$ cat config.mk
export PLATFORM = sky130hd
export DESIGN_NAME = video_line_timing_generator_flat
export DESIGN_NICKNAME = d
export VERILOG_FILES = /design/src/sv/vlt_pkg.sv /design/src/sv/vlt_if.sv /design/src/sv/video_line_timing_generator.sv /design/src/sv/vlt_step.sv /design/src/flat_wrapper.sv
export VERILOG_INCLUDE_DIRS = /design/src /design/src/sv
export SDC_FILE = /design/constraint.sdc
export NUM_CORES = 1
export LEC_CHECK = 0
export BUFFER_PORTS_ARGS = -buffer_cell sky130_fd_sc_hd__buf_4
export CORE_MARGIN = 5
export CORE_UTILIZATION = 30
export CTS_BUF_LIST = sky130_fd_sc_hd__clkbuf_8
export DETAILED_ROUTE_END_ITERATION = 16
export GPL_TIMING_DRIVEN = 0
export PLACE_DENSITY = 0.44
export SLEW_MARGIN = 10
export SYNTH_ARGS = -nofsm -noshare
export SYNTH_HDL_FRONTEND = slang
export SYNTH_SLANG_ARGS = --single-unit
export TNS_END_PERCENT = 10
$ cat constraint.sdc
create_clock -name clk -period 4.4 [get_ports clk]
set_input_delay 1.32 -clock clk [delete_from_list [all_inputs] [get_ports clk]]
set_output_delay 1.32 -clock clk [all_outputs]
set_load 0.02 [all_outputs]
$ cat src/sv/assert_macros.svh
// Assertion macros for the RTL files that carry concurrent checks.
`ifndef ASSERT_MACROS_SVH
`define ASSERT_MACROS_SVH

// Same-cycle implication, sampled on clk, off while arst_n is low.
`define ASSERT_IMPL(label, ante, cons, msg) \
	label: assert property (@(posedge clk) disable iff (!arst_n) (ante) |-> (cons)) \
		else $error(msg);

// Next-cycle implication, sampled on clk, off while arst_n is low.
`define ASSERT_NEXT(label, ante, cons, msg) \
	label: assert property (@(posedge clk) disable iff (!arst_n) (ante) |=> (cons)) \
		else $error(msg);

`endif

$ cat src/sv/vlt_pkg.sv
// Types, constants and register codes of the video line timing generator.
`default_nettype none

package vlt_pkg;

	localparam int LINE_BITS = 10;
	localparam int LCNT_W    = 11;
	localparam int CMP_W     = 10;
	localparam int MODE_W    = 2;
	localparam int CFG_IDX_W = 3;
	localparam int CFG_DAT_W = 11;

	// Widths that hold both the counter and the configured values.
	localparam int NEXT_W = (LINE_BITS + 1 > LCNT_W) ? LINE_BITS + 1 : LCNT_W;
	localparam int EQ_W   = (LINE_BITS > CMP_W) ? LINE_BITS : CMP_W;

	typedef enum logic [CFG_IDX_W-1:0] {
		REG_LINE_COUNT  = 3'd0,
		REG_VBI_LINE    = 3'd1,
		REG_VBO_LINE    = 3'd2,
		REG_VS_START    = 3'd3,
		REG_VS_END      = 3'd4,
		REG_HB_LINE     = 3'd5,
		REG_HB_MODE     = 3'd6,
		REG_INTERLACE   = 3'd7
	} cfg_reg_t;

	localparam logic [MODE_W-1:0] HB_MODE_CMP   = 2'd0;
	localparam logic [MODE_W-1:0] HB_MODE_EVERY = 2'd2;

	typedef struct packed {
		logic [LCNT_W-1:0] line_count;
		logic [CMP_W-1:0]  vbi_line;
		logic [CMP_W-1:0]  vbo_line;
		logic [CMP_W-1:0]  vs_start;
		logic [CMP_W-1:0]  vs_end;
		logic [CMP_W-1:0]  hb_line;
		logic [MODE_W-1:0] hb_mode;
		logic              interlace;
	} cfg_t;

	typedef struct packed {
		logic [LINE_BITS-1:0] scanline;
		logic                 vsync;
		logic                 field;
	} state_t;

	typedef struct packed {
		logic [CMP_W-1:0] line_number;
		logic             field_bit;
		logic             blank_flag;
		logic             vsync_flag;
		logic             irq_vblank_in;
		logic             irq_vblank_out;
		logic             irq_hblank;
	} result_t;

	localparam cfg_t CFG_RESET = '{
		line_count: LCNT_W'(263),
		vbi_line:   CMP_W'(260),
		vbo_line:   CMP_W'(21),
		vs_start:   CMP_W'(260),
		vs_end:     CMP_W'(21),
		hb_line:    CMP_W'(797),
		hb_mode:    HB_MODE_CMP,
		interlace:  1'b0
	};

endpackage

`default_nettype wire

$ cat src/sv/vlt_if.sv
// Request and status stream interfaces of the video line timing generator.
`default_nettype none

interface vlt_cmd_if;
	logic valid;
	logic ready;
	logic advance;

	modport source (output valid, output advance, input ready);
	modport sink   (input valid, input advance, output ready);
endinterface

interface vlt_status_if;
	logic                        valid;
	logic                        ready;
	logic [vlt_pkg::CMP_W-1:0]   line_number;
	logic                        field_bit;
	logic                        blank_flag;
	logic                        vsync_flag;
	logic                        irq_vblank_in;
	logic                        irq_vblank_out;
	logic                        irq_hblank;

	modport source (
		output valid, output line_number, output field_bit, output blank_flag,
		output vsync_flag, output irq_vblank_in, output irq_vblank_out,
		output irq_hblank, input ready
	);
	modport sink (
		input valid, input line_number, input field_bit, input blank_flag,
		input vsync_flag, input irq_vblank_in, input irq_vblank_out,
		input irq_hblank, output ready
	);
endinterface

`default_nettype wire

$ cat src/sv/video_line_timing_generator.sv
// Video line timing generator: scanline counter, vsync level and line interrupts.
//
// Usage:
//   cmd    : one request per line event; advance=1 steps the scanline counter
//            by one line (wrapping at line_count), advance=0 only asks for status.
//   status : exactly one result per request, in order, carrying the line number,
//            field, blank and vsync levels and the three interrupt pulses.
//   cfg    : cfg_we/cfg_index/cfg_data write one register per cycle; write only
//            while no request is in flight.
// Timing: the line step is a single pass of compare logic, and its result is
//   registered in the result register, or in the skid register while status
//   stalls. One request can be taken every cycle while cmd.ready is high.
// Stall: a skid register sits behind the result register, so one more request
//   is taken while a result waits; cmd.ready drops once both are full.
// Reset: arst_n clears the scanline, vsync level and field, empties both result
//   registers and loads the configuration defaults (263 lines per frame).
`default_nettype none

`include "assert_macros.svh"

module video_line_timing_generator (
	input  logic                            clk,
	input  logic                            arst_n,
	vlt_cmd_if.sink                         cmd,
	vlt_status_if.source                    status,
	input  logic                            cfg_we,
	input  logic [vlt_pkg::CFG_IDX_W-1:0]   cfg_index,
	input  logic [vlt_pkg::CFG_DAT_W-1:0]   cfg_data
);

	vlt_pkg::cfg_t    cfg_q;
	vlt_pkg::state_t  state_q;
	vlt_pkg::state_t  state_nxt;
	vlt_pkg::result_t res;
	vlt_pkg::result_t out_q;
	vlt_pkg::result_t skid_q;
	logic             out_valid_q;
	logic             skid_valid_q;
	logic             acc;
	logic             take;

	assign cmd.ready = !skid_valid_q;
	assign acc       = cmd.valid && !skid_valid_q;
	assign take      = out_valid_q && status.ready;

	always_ff @(posedge clk or negedge arst_n) begin
		if (!arst_n) begin
			cfg_q <= vlt_pkg::CFG_RESET;
		end else if (cfg_we) begin
			unique case (vlt_pkg::cfg_reg_t'(cfg_index))
				vlt_pkg::REG_LINE_COUNT: cfg_q.line_count <= cfg_data;
				vlt_pkg::REG_VBI_LINE:   cfg_q.vbi_line <= cfg_data[vlt_pkg::CMP_W-1:0];
				vlt_pkg::REG_VBO_LINE:   cfg_q.vbo_line <= cfg_data[vlt_pkg::CMP_W-1:0];
				vlt_pkg::REG_VS_START:   cfg_q.vs_start <= cfg_data[vlt_pkg::CMP_W-1:0];
				vlt_pkg::REG_VS_END:     cfg_q.vs_end   <= cfg_data[vlt_pkg::CMP_W-1:0];
				vlt_pkg::REG_HB_LINE:    cfg_q.hb_line  <= cfg_data[vlt_pkg::CMP_W-1:0];
				vlt_pkg::REG_HB_MODE:    cfg_q.hb_mode  <= cfg_data[vlt_pkg::MODE_W-1:0];
				vlt_pkg::REG_INTERLACE:  cfg_q.interlace <= cfg_data[0];
				default: ;
			endcase
		end
	end

	vlt_step u_step (
		.cfg     (cfg_q),
		.cur     (state_q),
		.advance (cmd.advance),
		.nxt     (state_nxt),
		.res     (res)
	);

	always_ff @(posedge clk or negedge arst_n) begin
		if (!arst_n) begin
			state_q <= '0;
		end else if (acc) begin
			state_q <= state_nxt;
		end
	end

	always_ff @(posedge clk or negedge arst_n) begin
		if (!arst_n) begin
			out_valid_q  <= 1'b0;
			skid_valid_q <= 1'b0;
		end else if (!out_valid_q || take) begin
			out_valid_q  <= skid_valid_q || acc;
			skid_valid_q <= 1'b0;
		end else if (acc) begin
			skid_valid_q <= 1'b1;
		end
	end

	always_ff @(posedge clk) begin
		if (!out_valid_q || take) begin
			out_q <= skid_valid_q ? skid_q : res;
		end
		if (acc && out_valid_q && !take) begin
			skid_q <= res;
		end
	end

	assign status.valid          = out_valid_q;
	assign status.line_number    = out_q.line_number;
	assign status.field_bit      = out_q.field_bit;
	assign status.blank_flag     = out_q.blank_flag;
	assign status.vsync_flag     = out_q.vsync_flag;
	assign status.irq_vblank_in  = out_q.irq_vblank_in;
	assign status.irq_vblank_out = out_q.irq_vblank_out;
	assign status.irq_hblank     = out_q.irq_hblank;

	`ASSERT_IMPL(a_skid_behind_out, skid_valid_q, out_valid_q, "skid full with result register empty")
	`ASSERT_NEXT(a_status_keeps_line, acc && !cmd.advance, $stable(state_q), "status request moved state")
	`ASSERT_IMPL(a_skid_fill_on_stall, $rose(skid_valid_q), $past(out_valid_q && !status.ready), "skid filled without stall")

endmodule

`default_nettype wire

$ cat src/sv/vlt_step.sv
// Line step logic: next counter state and the status of one request.
`default_nettype none

module vlt_step (
	input  vlt_pkg::cfg_t    cfg,
	input  vlt_pkg::state_t  cur,
	input  logic             advance,
	output vlt_pkg::state_t  nxt,
	output vlt_pkg::result_t res
);

	logic [vlt_pkg::NEXT_W-1:0]    inc;
	logic [vlt_pkg::LINE_BITS-1:0] line;
	logic [vlt_pkg::EQ_W-1:0]      line_x;
	logic                          hit_vbi, hit_vbo, hit_vss, hit_vse, hit_hb;
	logic                          hb_pulse;
	logic                          vs;
	logic                          fld;

	always_comb begin
		inc  = vlt_pkg::NEXT_W'(cur.scanline) + vlt_pkg::NEXT_W'(1);
		// wrap at or past the line count, so a shrunken count restarts at 0
		if (inc >= vlt_pkg::NEXT_W'(cfg.line_count)) begin
			line = '0;
		end else begin
			line = inc[vlt_pkg::LINE_BITS-1:0];
		end
		if (!advance) begin
			line = cur.scanline;
		end
		line_x = vlt_pkg::EQ_W'(line);

		hit_vbi = line_x == vlt_pkg::EQ_W'(cfg.vbi_line);
		hit_vbo = line_x == vlt_pkg::EQ_W'(cfg.vbo_line);
		hit_vss = line_x == vlt_pkg::EQ_W'(cfg.vs_start);
		hit_vse = line_x == vlt_pkg::EQ_W'(cfg.vs_end);
		hit_hb  = line_x == vlt_pkg::EQ_W'(cfg.hb_line);

		case (cfg.hb_mode)
			vlt_pkg::HB_MODE_CMP:   hb_pulse = hit_hb;
			vlt_pkg::HB_MODE_EVERY: hb_pulse = 1'b1;
			default:                hb_pulse = 1'b0;
		endcase

		vs  = cur.vsync;
		fld = cur.field;
		if (advance) begin
			if (hit_vss) vs = 1'b1;
			if (hit_vse) vs = 1'b0;   // end wins over start
			if (line == '0) begin
				fld = cfg.interlace ? ~cur.field : 1'b0;
			end
		end

		nxt.scanline = line;
		nxt.vsync    = vs;
		nxt.field    = fld;

		res.line_number    = vlt_pkg::CMP_W'(line);
		res.field_bit      = fld;
		res.vsync_flag     = vs;
		res.blank_flag     = vs || (line_x >= vlt_pkg::EQ_W'(cfg.vs_start));
		res.irq_vblank_in  = advance && hit_vbi;
		res.irq_vblank_out = advance && hit_vbo;
		res.irq_hblank     = advance && hb_pulse;
	end

endmodule

`default_nettype wire

$ cat src/flat_wrapper.sv
// flat-port wrapper written by rule: the top's interface ports become plain ports
module video_line_timing_generator_flat 
  (clk, arst_n, cfg_we, cfg_index, cfg_data, cmd_valid, cmd_advance, cmd_ready, status_valid, status_line_number, status_field_bit, status_blank_flag, status_vsync_flag, status_irq_vblank_in, status_irq_vblank_out, status_irq_hblank, status_ready);
  vlt_cmd_if cmd_i ();
  vlt_status_if status_i ();
  input  logic clk;
  input  logic arst_n;
  input  logic cfg_we;
  input  logic [vlt_pkg::CFG_IDX_W-1:0] cfg_index;
  input  logic [vlt_pkg::CFG_DAT_W-1:0] cfg_data;
  input wire logic [$bits(cmd_i.valid)-1:0] cmd_valid;
  input wire logic [$bits(cmd_i.advance)-1:0] cmd_advance;
  output wire logic [$bits(cmd_i.ready)-1:0] cmd_ready;
  output wire logic [$bits(status_i.valid)-1:0] status_valid;
  output wire logic [$bits(status_i.line_number)-1:0] status_line_number;
  output wire logic [$bits(status_i.field_bit)-1:0] status_field_bit;
  output wire logic [$bits(status_i.blank_flag)-1:0] status_blank_flag;
  output wire logic [$bits(status_i.vsync_flag)-1:0] status_vsync_flag;
  output wire logic [$bits(status_i.irq_vblank_in)-1:0] status_irq_vblank_in;
  output wire logic [$bits(status_i.irq_vblank_out)-1:0] status_irq_vblank_out;
  output wire logic [$bits(status_i.irq_hblank)-1:0] status_irq_hblank;
  input wire logic [$bits(status_i.ready)-1:0] status_ready;
  assign cmd_i.valid = cmd_valid;
  assign cmd_i.advance = cmd_advance;
  assign cmd_ready = cmd_i.ready;
  assign status_valid = status_i.valid;
  assign status_line_number = status_i.line_number;
  assign status_field_bit = status_i.field_bit;
  assign status_blank_flag = status_i.blank_flag;
  assign status_vsync_flag = status_i.vsync_flag;
  assign status_irq_vblank_in = status_i.irq_vblank_in;
  assign status_irq_vblank_out = status_i.irq_vblank_out;
  assign status_irq_hblank = status_i.irq_hblank;
  assign status_i.ready = status_ready;
  video_line_timing_generator u_core (.clk(clk), .arst_n(arst_n), .cmd(cmd_i), .status(status_i), .cfg_we(cfg_we), .cfg_index(cfg_index), .cfg_data(cfg_data));
endmodule
### Word level (Yosys, flattened, before mapping)

Cells that the tools add are included.

| word-level totals | value |
|---|---|
| register bits after elaboration | 110 |
| bits in latches | 0 |
| memory bits (writable) | 0 |
| ROM bits | 0 |
| input port bits | 20 |
| output and inout port bits | 18 |
| word-level logic and storage cells | 81 |
| memories | 0 |

| operators by class | value |
|---|---|
| add/subtract/negate cells | 1 |
| multipliers | 0 |
| div/mod/pow operators | 0 |
| order comparisons | 2 |
| equal/unequal tests | 13 |
| shift operators | 0 |
| muxes and demuxes | 12 |
| bitwise operators | 1 |
| reductions and logical operators | 25 |

Operators with widths:

| kind | count |
|---|---|
| == test 10 bit | 5 |
| two-way mux 10 bit | 2 |
| two-way mux 16 bit | 1 |
| AND reduction 2 bit | 8 |
| == test 3 bit, second input constant | 4 |
| adder 10 x 1 -> 11 bit, second input constant | 1 |
| >= comparator 11 bit | 1 |
| >= comparator 10 bit | 1 |
| zero test 10 bit | 1 |
| two-way mux 1 bit | 8 |
| logical AND 1 bit | 7 |
| == test 3 x 2 -> 1 bit, second input constant | 2 |
| == test 3 x 1 -> 1 bit, second input constant | 1 |
| zero test 1 bit | 3 |
| zero test 3 bit | 1 |
| logical OR 1 bit | 3 |
| == test 2 bit, second input constant | 1 |
| zero test 2 bit | 1 |
| case mux 1 bit (2 select lines) | 1 |
| nonzero test 2 bit | 1 |
| inverter 1 bit | 1 |

### Depth between registers and ports, before layout

| depth | value |
|---|---|
| depth in word-level cells | 10 |
| gate-level depth with buffers | 20 |

### Hierarchy

Synthesis repeated with hierarchy kept, for this count alone.

| unflattened totals | value |
|---|---|
| cell total of the unflattened synthesis | 517 |
| area total of the unflattened synthesis | 6,299.8 um2 |

By module, submodules not included:

| module | times used | cells each | area an instance (um2) | sequential area each (um2) |
|---|---|---|---|---|
| video_line_timing_generator | 1 | 226 | 4,325.4 | 2,937.8 |
| vlt_step | 1 | 291 | 1,974.4 | 0.0 |

### Worst setup path before layout

OpenSTA, ideal clock, no wires.

| timing | value |
|---|---|
| path kind | reg-to-reg |
| start point | register u_core.state_q[2] (netlist bit) |
| end point | register u_core.out_q (netlist bit u_core.status.blank_flag) (data pin) |
| setup time | 0.284 ns |
| data arrival time | 3.852 ns |
| required time | 4.116 ns |
| setup slack | 0.263 ns |
| cell stages (with the launch flop) | 18 |
| cell sequence | dfrtp_1 -> buf_2 -> nand4_1 -> nor4_2 -> xor2_1 -> ha_1 -> a21o_1 -> a2111oi_2 -> a21boi_4 -> nand3_1 -> o21ai_1 -> inv_1 -> ha_1 -> nand2b_1 -> a21o_1 -> a21oi_1 -> o211a_1 -> a31oi_1 |

RTL lines:

| item | line | source |
|---|---|---|
| start: declaration | video_line_timing_generator.sv:32 | `vlt_pkg::state_t state_q;` |
| start signal: assignment | video_line_timing_generator.sv:76 | `state_q <= state_nxt;` |
| end signal: assignment | video_line_timing_generator.sv:94 | `out_q <= skid_valid_q ? skid_q : res;` |
| end: declaration | video_line_timing_generator.sv:35 | `vlt_pkg::result_t out_q;` |

### Worst setup path in the final report

| timing | value |
|---|---|
| start point | register u_core.state_q[2] (netlist bit) |
| end point | register u_core.out_q (netlist bit u_core.status.blank_flag) (data pin) |

| on the way | value |
|---|---|
| longest elaborated chain between the ends | 10 |
| elaborated cells between the ends (all ways) | 12 |

RTL lines:

| item | line | source |
|---|---|---|
| adder 10 x 1 -> 11 bit | vlt_step.sv:21 | `inc = vlt_pkg::NEXT_W'(cur.scanline) + vlt_pkg::NEXT_W'(1);` |
| >= comparator 11 bit | vlt_step.sv:23 | `if (inc >= vlt_pkg::NEXT_W'(cfg.line_count)) begin` |
| two-way mux 10 bit | vlt_step.sv:23 |  |
| two-way mux 10 bit * | vlt_step.sv:28 | `if (!advance) begin` |
| == test 10 bit | vlt_step.sv:35 | `hit_vss = line_x == vlt_pkg::EQ_W'(cfg.vs_start);` |
| two-way mux 1 bit | vlt_step.sv:48 | `if (hit_vss) vs = 1'b1;` |
| two-way mux 1 bit | vlt_step.sv:49 | `if (hit_vse) vs = 1'b0;` |
| two-way mux 1 bit | vlt_step.sv:47 | `if (advance) begin` |
| logical OR 1 bit * | vlt_step.sv:62 | `res.blank_flag = vs \|\| (line_x >= vlt_pkg::EQ_W'(cfg.vs_start));` |
| two-way mux 16 bit * | video_line_timing_generator.sv:94 |  |

Mark *: on every way between the ends. The rest lies on a longest branch, timed or not.
A chain may end at the register's enable or synchronous reset.

==> run_results.csv <==
group,metric,value,unit
outcome,outcome,"completed",
setup_path,critical_path_class,"reg -> reg",
timing,setup_violations,0,
clock_tree,clk_pin_slew,0.11,ns
placed_design,hpwl,12.1,mm
power_and_ir_drop,internal_power,2120,uW
global_routing,antenna_found_initial,0,
timing,tightestPinTransition,1.00,ns
detailed_routing,ant_nets,0,
detailed_routing,first_pass_iters,4,
clock_tree,cts_tree,"yes",
floorplanning,fp.dieArea,22700,um^2
power_and_ir_drop,pwr-share-comb,40.1,%
global_routing,gr-max-usage-layer,"met2",
cells_and_area,area_growth_syn_to_layout,23.1,%
power_and_ir_drop,p_sw_share,38.0,%
timing,slew_headroom,33.3,%
cells_and_area,n_antenna_cell,0,
placed_design,placed_cells,846,
synthesis,seq_area_frac_synth,49.6,%
floorplanning,io_pins,38,
global_routing,grt_pass1_wl,25.9,mm
setup_path,critPathRequiredTime,4.54,ns
clock_tree,htreeDepth,3,
cells_and_area,final_core_util,37.5,%
clock_tree,clk_latency,0.40,ns
power_and_ir_drop,powerDensity,469,nW/um^2
placed_design,place_congestion,0.885,
timing,final.setup_skew,0.0119,ns
global_routing,globalRouteMet3Util,2.56,%
setup_path,cp_max_fo,9,
timing,layout_min_cycle_time,4.28,ns
global_routing,grt_pass1_vias,4397,
cells_and_area,final_cell_mix,"buf_4, mux2_2, dfrtp_1",
synthesis,synthCells,543,
cells_and_area,final_common_cell,"buf_4",
synthesis,yosysTopAreaCell,"dfrtp_1",
power_and_ir_drop,p_leak,0.00300,uW
cells_and_area,fin_nets,664,
synthesis,synthTopCellsByArea,"dfrtp_1, edfxtp_1, mux2_2",
job,maxCapViolations,0,
global_routing,use_met2,23.0,%
setup_path,r2r_slack,0.12,ns
power_and_ir_drop,power_frac_seq,42.5,%
setup_path,start_kind,"flip-flop",
synthesis,yosys_register_bits,110,
cells_and_area,drive_above_1_share,34.4,%
clock_tree,clkSinkCount,110,
power_and_ir_drop,power.switching,1300,uW
setup_path,crit_path_end_kind,"flip-flop",
floorplanning,initial_core_util,30.5,%
worst_hold_path,hold_start,"u_core.cfg_q[30]",
synthesis,ys_types,66,
detailed_routing,drc,0,
synthesis,syn_area,5930,um^2
global_routing,grt_overflow,0,
synthesis,yosysWarnings,0,
synthesis,synth_edf_count,32,
worst_hold_path,holdPathStages,1,
clock_tree,cts_buffer_depth,2,
setup_path,critPathArrivalTime,4.42,ns
synthesis,syn_nets,585,
floorplanning,core_area,19500,um^2
synthesis,synth.top_cell.area_share,24.5,%
global_routing,track_usage,15.2,%
detailed_routing,dr.first_iter.drc_count,327,
floorplanning,die_w,151,um
timing,finalCritPeriodShare,97.2,%
clock_tree,cts_root_buf,"clkbuf_8",
global_routing,grt_use_met1,21.6,%
floorplanning,die_h,151,um
timing,rsz0062_at_grt,"true",
timing,hold_viol,0,
synthesis,synthFlopType,"dfrtp_1",
detailed_routing,via_count,4437,
clock_tree,numCtsBuffers,9,
setup_path,timing.rr.start,"u_core.state_q[2]",
setup_path,reg2reg_depth,17,
timing,timing.fmax,0.234,GHz
worst_hold_path,min_to,"u_core.cfg_q[30]",
detailed_routing,routed_wl,16.9,mm
setup_path,rr_endpoint,"u_core.status.blank_flag",
floorplanning,placementRows,51,
detailed_routing,via_per_inst,4.97,
synthesis,async_reset_ff_share,70.9,%
cells_and_area,layout.cells.non_filler,892,
timing,final_max_slew_viol_count,0,
power_and_ir_drop,power_frac_clock,17.4,%
worst_hold_path,holdCritPathClass,"reg -> reg",
global_routing,grt_max_degree,79,
power_and_ir_drop,vdd_drop_max,0.000169,V
placed_design,portBuffers,37,
detailed_routing,wl_per_cell,18.9,um
synthesis,synth.avg_cell_area,10.9,um^2
==> cell usage after synthesis (all sizes together) (4+ instances only) <==
master,number
nand3,14
nand4,10
a41oi,4
nor2,28
inv,44
a21o,6
and4,6
mux2i,4
o21ai,38
dfrtp,58
a31oi,4
o31ai,4
a211oi,4
ha,22
dfstp,20
edfxtp,32
nand2,54
nor2b,5
clkbuf,15
nand2b,4
buf,6
nor3,6
xnor2,17
a21oi,19
xor2,14
mux2,61
==> stage by stage <==
| stage | hold slack (ns) | power, uW | setup TNS [ns] | instance area [um^2] | worst slack (ns) |
|---|---|---|---|---|---|
| 3_5_place_dp | 0.483 | 2640 | -10.61 | 6560 | -1.15 |
| 3_3_place_gp | 0.480 | 2600 | -13.19 | 6540 | -1.18 |
| 2_1_floorplan | 0.456 | 2230 | 0 | 5930 | 0.263 |
| 4_1_cts | 0.510 | 3320 | 0 | 7020 | 0.00533 |
| 6_report | 0.514 | 3420 | 0 | 7300 | 0.122 |
| 5_1_grt | 0.532 | 3630 | -0.0542 | 7300 | -0.0295 |
==> how the worst max path moves through the flow <==
stage	startpoint	end	slack, ns	cells past startpoint
floorplan	u_core.state_q[2]	u_core.status.blank_flag	0.26	17
global placement	u_core.state_q[2]	u_core.status.blank_flag	-1.18	17
detailed placement	u_core.state_q[2]	u_core.status.blank_flag	-1.15	18
CTS	u_core.state_q[3]	u_core.status.irq_vblank_out	0.005	13
global route	u_core.state_q[2]	u_core.status.blank_flag	-0.03	19
finish	u_core.state_q[2]	u_core.status.blank_flag	0.12	17
==> power groups by stage <==
| stage | registers, uW | clock network [uW] | logic (uW) |
|---|---|---|---|
| finish | 1450 | 594 | 1370 |
| global route | 1480 | 652 | 1510 |
| CTS | 1450 | 614 | 1260 |
| detailed placement | 1450 | 0 | 1190 |
| global placement | 1450 | 0 | 1150 |
| floorplan | 1450 | 0 | 778 |
==> final cells by class <==
class                           count  area [um^2]
Tap cell                          265          332
Timing Repair Buffer               69          526
Sequential cell                   110         2940
Clock buffer                        9          124
Clock inverter                      7         56.3
Inverter                           45          173
Multi-Input combinational cell    367         3050
Buffer                             20         97.6
Fill cell                        1917        12200
==> flip-flops by register name, summed over array words and instances (netlist names), 10 cells and up <==
name	cells
u_core.skid_q	16
u_core.cfg_q	64
u_core.state_q	12
u_core.status.line_number	10
==> kinds of logic (layout without fill, tap and decap cells) <==
group                    count (synthesis)  after routing  share of synthesized area [%]
AO/OA/AOI/OAI                          107            107                           12.8
adder cells (fa/ha/maj)                 22             22                           4.64
XOR/XNOR                                31             31                           4.58
multiplexers                            65             65                           12.3
flip-flops                             110            110                           49.6
buffers and inverters                   66            150                           4.33
AND/OR/NAND/NOR                        142            142                           11.8
==> worst max-delay path, cell delays in order, from the launching register on <==
cell       delay, ns
dfrtp_1         0.39
buf_6           0.16
nand4_1         0.20
nor4_4          0.18
buf_4           0.18
xor2_4          0.23
ha_4            0.25
and4_1          0.20
clkbuf_4        0.17
and2_4          0.16
a21oi_4         0.34
buf_4           0.19
a32oi_4         0.16
buf_6           0.20
xor2_1          0.14
o2111ai_1       0.26
o41ai_4         0.46
a31oi_1         0.15
==> per-layer routing <==
metal	vias to the layer above	routed length, um
met5	-	0
met4	0	470
met3	31	691
met2	114	7520
met1	2170	8200
li1	2122	-
==> timing repair <==
item	in CTS	in global routing
resized for setup	30	27
endpoints found under the setup margin	19	10
pin swaps	6	11
hold buffers	0	0
endpoints found under the hold margin	0	0
buffers inserted	12	19
(Power assumes the default switching activity.)
